$ cat config.mk
export PLATFORM = sky130hd
export DESIGN_NAME = fp32_multiply_ftz
export DESIGN_NICKNAME = d
export VERILOG_FILES = /design/src/hw/rtl/fpm_pkg.sv /design/src/hw/rtl/fpm_mul.sv /design/src/hw/rtl/fpm_round.sv /design/src/hw/rtl/fp32_multiply_ftz.sv
export SDC_FILE = /design/constraint.sdc
export NUM_CORES = 2
export LEC_CHECK = 0
export BUFFER_PORTS_ARGS = -buffer_cell sky130_fd_sc_hd__buf_2
export CAP_MARGIN = 25
export CORE_MARGIN = 1
export CORE_UTILIZATION = 52
export DETAILED_ROUTE_END_ITERATION = 12
export MAX_ROUTING_LAYER = met4
export PLACE_DENSITY = 0.69
export SYNTH_ARGS = -nofsm -noshare
export SYNTH_HDL_FRONTEND = slang
export SYNTH_HIERARCHICAL = 1
export SYNTH_SLANG_ARGS = --single-unit
$ cat constraint.sdc
create_clock -name clk_i -period 7.5 [get_ports clk_i]
set_input_delay 1.125 -clock clk_i [delete_from_list [all_inputs] [get_ports clk_i]]
set_output_delay 1.125 -clock clk_i [all_outputs]
set_load 0.01 [all_outputs]
$ cat src/hw/rtl/fpm_pkg.sv
// ----------------------------------------------------------------------------
// fpm_pkg: floating-point multiplier package
// format constants and the decoded operand type shared by the datapath
// ----------------------------------------------------------------------------
package fpm_pkg;

  localparam int unsigned ExpBits  = 8;
  localparam int unsigned FracBits = 23;
  localparam int unsigned WordBits = 1 + ExpBits + FracBits;
  localparam int unsigned ManBits  = FracBits + 1;
  localparam int unsigned ProdBits = 2 * ManBits;
  localparam int unsigned ExpWBits = ExpBits + 2;

  localparam logic [ExpBits-1:0]  ExpMax  = '1;
  localparam logic [ExpWBits-1:0] ExpBias = ExpWBits'((1 << (ExpBits - 1)) - 1);

  typedef struct packed {
    logic                sign;
    logic                nan;
    logic                inf;
    logic                zero;
    logic [ExpBits-1:0]  exp_a;
    logic [ExpBits-1:0]  exp_b;
    logic [ProdBits-1:0] prod;
  } stage_t;

endpackage

$ cat src/hw/rtl/fpm_mul.sv
// ----------------------------------------------------------------------------
// fpm_mul: operand decode and significand product
// classifies the operands and forms the exact significand product
// ----------------------------------------------------------------------------
module fpm_mul (
  input  logic [fpm_pkg::WordBits-1:0] operand_a_i,
  input  logic [fpm_pkg::WordBits-1:0] operand_b_i,
  output fpm_pkg::stage_t              stage_o
);

  logic [fpm_pkg::ExpBits-1:0]  ea, eb;
  logic [fpm_pkg::FracBits-1:0] fa, fb;
  logic                         inf_a, inf_b, zero_a, zero_b, nan_a, nan_b;

  always_comb begin
    ea     = operand_a_i[fpm_pkg::WordBits-2 -: fpm_pkg::ExpBits];
    eb     = operand_b_i[fpm_pkg::WordBits-2 -: fpm_pkg::ExpBits];
    fa     = operand_a_i[fpm_pkg::FracBits-1:0];
    fb     = operand_b_i[fpm_pkg::FracBits-1:0];
    nan_a  = (ea == fpm_pkg::ExpMax) && (fa != '0);
    nan_b  = (eb == fpm_pkg::ExpMax) && (fb != '0);
    inf_a  = (ea == fpm_pkg::ExpMax) && (fa == '0);
    inf_b  = (eb == fpm_pkg::ExpMax) && (fb == '0);
    zero_a = (ea == '0);
    zero_b = (eb == '0);
    stage_o.sign  = operand_a_i[fpm_pkg::WordBits-1] ^ operand_b_i[fpm_pkg::WordBits-1];
    stage_o.nan   = nan_a | nan_b | (zero_a & inf_b) | (inf_a & zero_b);
    stage_o.inf   = inf_a | inf_b;
    stage_o.zero  = zero_a | zero_b;
    stage_o.exp_a = ea;
    stage_o.exp_b = eb;
    stage_o.prod  = fpm_pkg::ProdBits'({1'b1, fa}) * fpm_pkg::ProdBits'({1'b1, fb});
  end

endmodule

$ cat src/hw/rtl/fpm_round.sv
// ----------------------------------------------------------------------------
// fpm_round: normalize, round and pack
// rounds the product to nearest even and applies special-case results
// ----------------------------------------------------------------------------
module fpm_round (
  input  fpm_pkg::stage_t              stage_i,
  output logic [fpm_pkg::WordBits-1:0] product_o
);

  localparam int unsigned F = fpm_pkg::FracBits;

  logic [fpm_pkg::ProdBits-1:0] p;
  logic                         top;
  logic [F+1:0]                 m;
  logic                         rnd, stk;
  logic [fpm_pkg::ExpWBits-1:0] e;

  always_comb begin
    top = stage_i.prod[2*F+1];
    p   = top ? stage_i.prod : {stage_i.prod[fpm_pkg::ProdBits-2:0], 1'b0};
    m   = {1'b0, p[2*F+1 -: F+1]};
    rnd = p[F];
    stk = (p[F-1:0] != '0);
    e   = fpm_pkg::ExpWBits'(stage_i.exp_a) + fpm_pkg::ExpWBits'(stage_i.exp_b)
          - fpm_pkg::ExpBias + fpm_pkg::ExpWBits'(top);
    if (rnd && (stk || m[0])) m = m + 1'b1;
    if (m[F+1]) begin
      m = m >> 1;
      e = e + 1'b1;
    end
    if (stage_i.nan) begin
      product_o = {stage_i.sign, fpm_pkg::ExpMax, {F{1'b1}}};
    end else if (stage_i.inf) begin
      product_o = {stage_i.sign, fpm_pkg::ExpMax, {F{1'b0}}};
    end else if (stage_i.zero || e[fpm_pkg::ExpWBits-1] || e == '0) begin
      product_o = {stage_i.sign, {(fpm_pkg::WordBits-1){1'b0}}};
    end else if (e >= fpm_pkg::ExpWBits'(fpm_pkg::ExpMax)) begin
      product_o = {stage_i.sign, fpm_pkg::ExpMax, {F{1'b0}}};
    end else begin
      product_o = {stage_i.sign, e[fpm_pkg::ExpBits-1:0], m[F-1:0]};
    end
  end

endmodule

$ cat src/hw/rtl/fp32_multiply_ftz.sv
// ----------------------------------------------------------------------------
// fp32_multiply_ftz: binary32 multiplier, flush to zero
// Returns the round-to-nearest-even product: the significand multiply sits
// after the input register, rounding after the product register. Subnormals
// in or out count as zero; overflow gives infinity; invalid cases give a NaN
// with an all-ones fraction. The pipeline advances, taking one operand pair
// per cycle, whenever the result register is empty or taken.
// ----------------------------------------------------------------------------
module fp32_multiply_ftz (
  input  logic                         clk_i,
  input  logic                         rst_ni,
  input  logic                         in_valid_i,
  output logic                         in_ready_o,
  input  logic [fpm_pkg::WordBits-1:0] operand_a_i,
  input  logic [fpm_pkg::WordBits-1:0] operand_b_i,
  output logic                         out_valid_o,
  input  logic                         out_ready_i,
  output logic [fpm_pkg::WordBits-1:0] product_o
);

  logic                         a_valid_q, r_valid_q, adv;
  logic [fpm_pkg::WordBits-1:0] a_q, b_q, product_d, product_q;
  fpm_pkg::stage_t              stage_d, stage_q;
  logic                         s_valid_q;

  assign adv        = !r_valid_q || out_ready_i;
  assign in_ready_o = adv;

  fpm_mul u_mul (.operand_a_i(a_q), .operand_b_i(b_q), .stage_o(stage_d));
  fpm_round u_round (.stage_i(stage_q), .product_o(product_d));

  always_ff @(posedge clk_i or negedge rst_ni) begin
    if (!rst_ni) begin
      a_valid_q <= 1'b0;
      s_valid_q <= 1'b0;
      r_valid_q <= 1'b0;
    end else if (adv) begin
      a_valid_q <= in_valid_i;
      s_valid_q <= a_valid_q;
      r_valid_q <= s_valid_q;
    end
  end

  always_ff @(posedge clk_i) begin
    if (adv) begin
      a_q       <= operand_a_i;
      b_q       <= operand_b_i;
      stage_q   <= stage_d;
      product_q <= product_d;
    end
  end

  assign out_valid_o = r_valid_q;
  assign product_o   = product_q;

  a_hold: assert property (@(posedge clk_i) disable iff (!rst_ni)
    out_valid_o && !out_ready_i |=> out_valid_o && $stable(product_o))
    else $error("result changed while stalled");
  a_ready: assert property (@(posedge clk_i) disable iff (!rst_ni)
    !out_valid_o |-> in_ready_o)
    else $error("input blocked with empty result register");
  a_flow: assert property (@(posedge clk_i) disable iff (!rst_ni)
    in_valid_i && in_ready_o |=> a_valid_q)
    else $error("transfer lost");

endmodule
# Word-level counts from Yosys, hierarchy flattened
# Index checks and enable logic that the tools add are counted.
dict set report op_classes {
  addsub 5
  mul 1
  n_lt_le_gt_ge 1
  eq_ne 2
  mux 7
  bitwise 8
  n_reduce_logical 19
}
# operator count
set op_table {}
lappend op_table {{$mux 31} 3}
lappend op_table {{$reduce_bool 23->1} 3}
lappend op_table {{$mul 24x24->48} 1}
lappend op_table {{$mux 48} 1}
lappend op_table {{$logic_not 23->1} 2}
lappend op_table {{$add 24x1->25 const B} 1}
lappend op_table {{$mux 25} 1}
lappend op_table {{$mux 23} 1}
lappend op_table {{$eq 8x8->1 const B} 2}
lappend op_table {{$logic_not 8->1} 2}
lappend op_table {{$add 10x1->10} 1}
lappend op_table {{$add 10x1->10 const B} 1}
lappend op_table {{$ge 10x8->1 const B} 1}
lappend op_table {{$logic_not 10->1} 1}
lappend op_table {{$mux 10} 1}
lappend op_table {{$sub 10x7->10 const B} 1}
lappend op_table {{$add 8x8->9} 1}
lappend op_table {{$logic_and 1x1->1} 5}
lappend op_table {{$or 1x1->1} 5}
lappend op_table {{$logic_or 1x1->1} 4}
lappend op_table {{$and 1x1->1} 2}
lappend op_table {{$reduce_or 2->1} 1}
lappend op_table {{$logic_not 1->1} 1}
lappend op_table {{$xor 1x1->1} 1}
dict set report totals {
  ff_bits 167
  in_bits 68
  output_inout_bits 34
  elab_cells 58
}

# Depth between registers and ports, before layout
dict set report depth {
  word_depth 10
  depth_mapped 26
  ltp_nobuf 24
}

# Modules after synthesis
# The synthesis kept the hierarchy.
# mod instances cells_each area_per_inst_um2 seq_area_each_um2
set modules_own_cells {}
lappend modules_own_cells {fpm_mul 1 2197 19052.0 0.0}
lappend modules_own_cells {fp32_multiply_ftz 1 171 5051.1 4999.8}
lappend modules_own_cells {fpm_round 1 385 2553.7 0.0}

# Worst setup path after synthesis
# Ideal clock, no wire load.
dict set report synth_timing {
  path_type {register to register}
  startpoint {register a_q[13] (netlist name)}
  endpoint {register stage_q[46] (netlist name), data pin}
  setup_ns 0.270
  arrival_ns 6.385
  t_required_ns 7.230
  setup_slack_ns 0.845
  path_stages_with_launch 25
  path_buffers 1
  synth_period_minus_slack_ns 6.655
  cell_sequence {edfxtp_1 clkbuf_1 nand2_1 fa_1 inv_1 fa_1 inv_1 fa_1 inv_1 fa_1 inv_1 fa_1 inv_1 fa_1 inv_1 fa_1 inv_1 ha_1 nand3_1 or4_4 a21oi_4 a21bo_4 o21ai_2 o41ai_2 xor2_1}
}
# element line_no
set synth_rtl {}
lappend synth_rtl {{start, declared} fp32_multiply_ftz.sv:22} ;# logic [fpm_pkg::WordBits-1:0] a_q, b_q, product_d, product_q;
lappend synth_rtl {{start signal, assigned} fp32_multiply_ftz.sv:46} ;# a_q <= operand_a_i;
lappend synth_rtl {{end signal, assigned} fp32_multiply_ftz.sv:48} ;# stage_q <= stage_d;
lappend synth_rtl {{end, declared} fp32_multiply_ftz.sv:23} ;# fpm_pkg::stage_t stage_d, stage_q;

==> flow_metrics.py <==
metrics = {
    "run_status": {
        "outcome": "complete, no violations",
    },
    "global_route": {
        "antenna_violations_before_repair": 3,
        "vias_in_the_first_global_route": 20769,
        "grt_pass1_wl_microns": 111000,
        "gr-usage-all-layers": 0.286,
        "grt_max_degree": 125,
        "globalRouteOverflowTotal": 0,
    },
    "drt": {
        "route.antenna.remaining_nets": 0,
        "route.met3.wl_microns": 4520,
        "vias_per_cell": 5.44,
        "drt_drc_violations_left": 0,
        "m1WireLength_microns": 28600,
        "top_signal_layer_used": "met4",
        "num_vias": 19259,
        "drt_pass1_iterations": 5,
        "total_length_of_routed_met2_wires_microns": 33700,
        "detail_route.iter0.violations": 1456,
        "wl_microns": 69800,
        "wl_per_cell_microns": 19.7,
    },
    "place": {
        "dpl_worst_slack_ps": 279,
        "place_hpwl_microns": 56600,
        "routabilityCongestion": 0.973,
        "port-buffer-count": 101,
    },
    "sta": {
        "final-max-slew-violation-count": 0,
        "shortest_clock_period_the_worst_path_allows_after_layout_ps": 7200,
        "rsz0062_at_grt": "no",
        "clock-skew-final_ps": 25.6,
        "worstMarginPinSlew_ps": 874,
        "fin_crit_sh": 0.960,
        "maxClockFrequency_mhz": 139,
        "hold_viol_final": 0,
        "finish_stage_setup_viols": 0,
        "maxSlewHeadroom": 0.409,
        "finalWorstSetupSlack_ps": 302,
        "setup_total_negative_slack_ps": 0,
    },
    "setup_path": {
        "timing.setup.critical_path_class": "register to register",
        "critPathRequiredTime_ps": 7740,
        "rr_worst_depth": 23,
        "critical_path.reg2reg.startpoint": "b_q[3]$_DFFE_PP_",
        "crit_end_element": "register",
        "worstSetupStartpointType": "register",
        "crit_arrival_ps": 7440,
        "worst-r2r-setup-slack_ps": 300,
        "crit_fanout": 13,
        "worst_r2r_endpoint": "stage_q[44]$_DFFE_PP_",
    },
    "yosys": {
        "synth_edf_count": 164,
        "synth.top_cell.area_share": 0.363,
        "total_nets_after_synthesis": 3495,
        "synth_simple_gate_area_frac": 0.154,
        "syn-cell-area_sq_mm": 0.0267,
        "synth_mux_area_frac": 0.00915,
        "synth_top_cell_by_area": "sky130_fd_sc_hd__fa_1",
        "syn_inst": 2753,
        "netlist_top_cells_area": "sky130_fd_sc_hd__fa_1 36%, sky130_fd_sc_hd__edfxtp_1 18%, sky130_fd_sc_hd__ha_1 9.0%",
        "synth_top_family_by_area": "adder cells",
        "ys_types": 78,
        "yosys_register_bits": 167,
        "postSynth.asyncResetShare": 0.0180,
        "post_synthesis_adder_cell_area_fraction": 0.452,
        "synthFlopType": "sky130_fd_sc_hd__edfxtp_1",
        "yosys_warnings": 6,
        "synth_seq_area_share": 0.188,
        "postSynthAreaPerCell_sq_um": 9.68,
        "synth-xor-area-share": 0.0286,
        "area_fraction_in_compound_gates_after_synthesis": 0.0605,
    },
    "floorplan": {
        "floorplan.initialDensity": 0.529,
        "dieHeight_microns": 228,
        "dieArea_sq_mm": 0.0522,
        "die_x_microns": 228,
        "core_sq_mm": 0.0504,
        "num_rows": 82,
        "boundaryPins": 102,
    },
    "finish": {
        "final_nets": 3598,
        "fillCellCount": 4330,
        "multiInputGateArea_sq_mm": 0.0188,
        "antenna_cells_inserted": 0,
        "share_of_cells_above_drive_strength_1": 0.0965,
        "register_area_sq_mm": 0.00500,
        "area_delta_synth_final_pct": 8.56,
        "post-route-util": 0.574,
    },
    "cts": {
        "hold_buffers": 0,
        "max-clock-path-buffers": 2,
        "worst_skew_pair.late_latency_ps": 490,
        "cts_inserted_buffers": 17,
        "worst_path_clk_slew_ps": 80,
        "cts-htree-levels": 4,
        "tritoncts_num_sinks": 167,
        "tritoncts": "done",
        "cts.root.buffer_cell": "sky130_fd_sc_hd__clkbuf_16",
    },
    "hold_path": {
        "holdCritPathClass": "input pin to async pin",
    },
    "run": {
        "count_of_max_cap_constraint_violations": 0,
    },
}
==> timing repair <==
| item | 4_1_cts | 5_1_grt |
|---|---|---|
| resized for setup | 0 | 2 |
| endpoints found under the setup margin | 0 | 9 |
| endpoints found under the hold margin | 0 | 0 |
| buffers inserted | 0 | 6 |
==> cells by family after synthesis <==
kind of cell	after synthesis
mux	23
simple gates	817
xor+xnor	87
buf+inv	745
compound gates	240
flops	167
fa+ha+maj	674
==> how the worst max path moves through the flow <==
stage                            from               endpoint  slack [ps]  cells past startpoint
finish               b_q[3]$_DFFE_PP_  stage_q[44]$_DFFE_PP_         300                     23
global route         b_q[5]$_DFFE_PP_  stage_q[47]$_DFFE_PP_           2                     24
CTS                  b_q[4]$_DFFE_PP_  stage_q[44]$_DFFE_PP_         270                     23
detailed placement   b_q[4]$_DFFE_PP_  stage_q[44]$_DFFE_PP_         280                     23
global placement    b_q[10]$_DFFE_PP_  stage_q[47]$_DFFE_PP_         370                     21
floorplan           a_q[13]$_DFFE_PP_  stage_q[46]$_DFFE_PP_         850                     24
==> cells in the mapped netlist, drive strengths merged (3+ instances only) <==
cell type	count
a2111oi	3
a211o	4
a211oi	11
a21boi	7
a21o	26
a21oi	65
a31oi	5
and2	253
and3	10
buf	25
clkbuf	111
clkinv	4
dfrtp	3
edfxtp	164
fa	483
ha	191
inv	605
mux2	5
mux2i	18
nand2	324
nand2b	7
nand3	26
nand3b	4
nand4	25
nand4b	4
nor2	95
nor2b	9
nor3	16
nor3b	3
nor4	24
o2111ai	3
o211ai	15
o21a	5
o21ai	58
o21bai	6
o31ai	11
o41ai	4
or2	3
or3	4
xnor2	49
xor2	38
==> metrics by stage <==
step           cell area, sq um  cells  hold slack [ps]
2_1_floorplan             26700   2753              432
3_3_place_gp              28300   3502              406
3_5_place_dp              28300   3502              421
4_1_cts                   28800   3534              390
5_1_grt                   28900   3541              409
6_report                  28900   3541              426
==> critical path: stages (launching register included) <==
cell	delay (ps)
sky130_fd_sc_hd__edfxtp_1	750
sky130_fd_sc_hd__buf_4	320
sky130_fd_sc_hd__nand2_1	110
sky130_fd_sc_hd__fa_1	560
sky130_fd_sc_hd__inv_1	50
sky130_fd_sc_hd__fa_1	470
sky130_fd_sc_hd__inv_1	50
sky130_fd_sc_hd__fa_1	540
sky130_fd_sc_hd__inv_1	60
sky130_fd_sc_hd__fa_1	400
sky130_fd_sc_hd__fa_1	480
sky130_fd_sc_hd__fa_1	540
sky130_fd_sc_hd__inv_1	50
sky130_fd_sc_hd__fa_1	470
sky130_fd_sc_hd__inv_1	40
sky130_fd_sc_hd__ha_1	340
sky130_fd_sc_hd__nand3_1	130
sky130_fd_sc_hd__nor4_1	390
sky130_fd_sc_hd__o2111a_1	310
sky130_fd_sc_hd__nor4_1	80
sky130_fd_sc_hd__o41ai_2	410
sky130_fd_sc_hd__buf_4	190
sky130_fd_sc_hd__a31oi_1	80
sky130_fd_sc_hd__xnor2_1	130
==> placed cells by master (no fill, tap or decap), drive strengths merged, types with 5 or more instances in the layout <==
master  count
a211oi     11
a21boi      7
a21o       26
a21oi      65
a31oi       5
and2      253
and3       10
buf       220
clkbuf     19
clkinv     10
edfxtp    164
fa        483
ha        191
inv       609
mux2        5
mux2i      18
nand2     324
nand2b      7
nand3      26
nand4      25
nor2       95
nor2b       9
nor3       16
nor4       24
o211ai     15
o21a        5
o21ai      58
o21bai      6
o31ai      11
xnor2      49
xor2       38
==> state kept, by name, summed over array words and instances (netlist names) <==
register / cells
out_valid_o: 1
product_o: 32
a_valid_q: 1
s_valid_q: 1
stage_q: 68
b_q: 32
a_q: 32
==> layer usage <==
metal,vias to the layer above,track usage
met5,-,-
met4,0,0.128
met3,164,0.0449
met2,734,0.465
met1,9691,0.354
li1,8670,-
==> layout make-up <==
cell class	count	share of cell area
Clock buffer	19	0.0150
Clock inverter	13	0.00411
Tap cell	672	0.0291
Multi-Input combinational cell	1841	0.649
Sequential cell	167	0.173
Inverter	609	0.0790
Timing Repair Buffer	220	0.0514
Power is not shown: default switching activity piles up to over one toggle a cycle in this logic, so the estimate is an artifact.
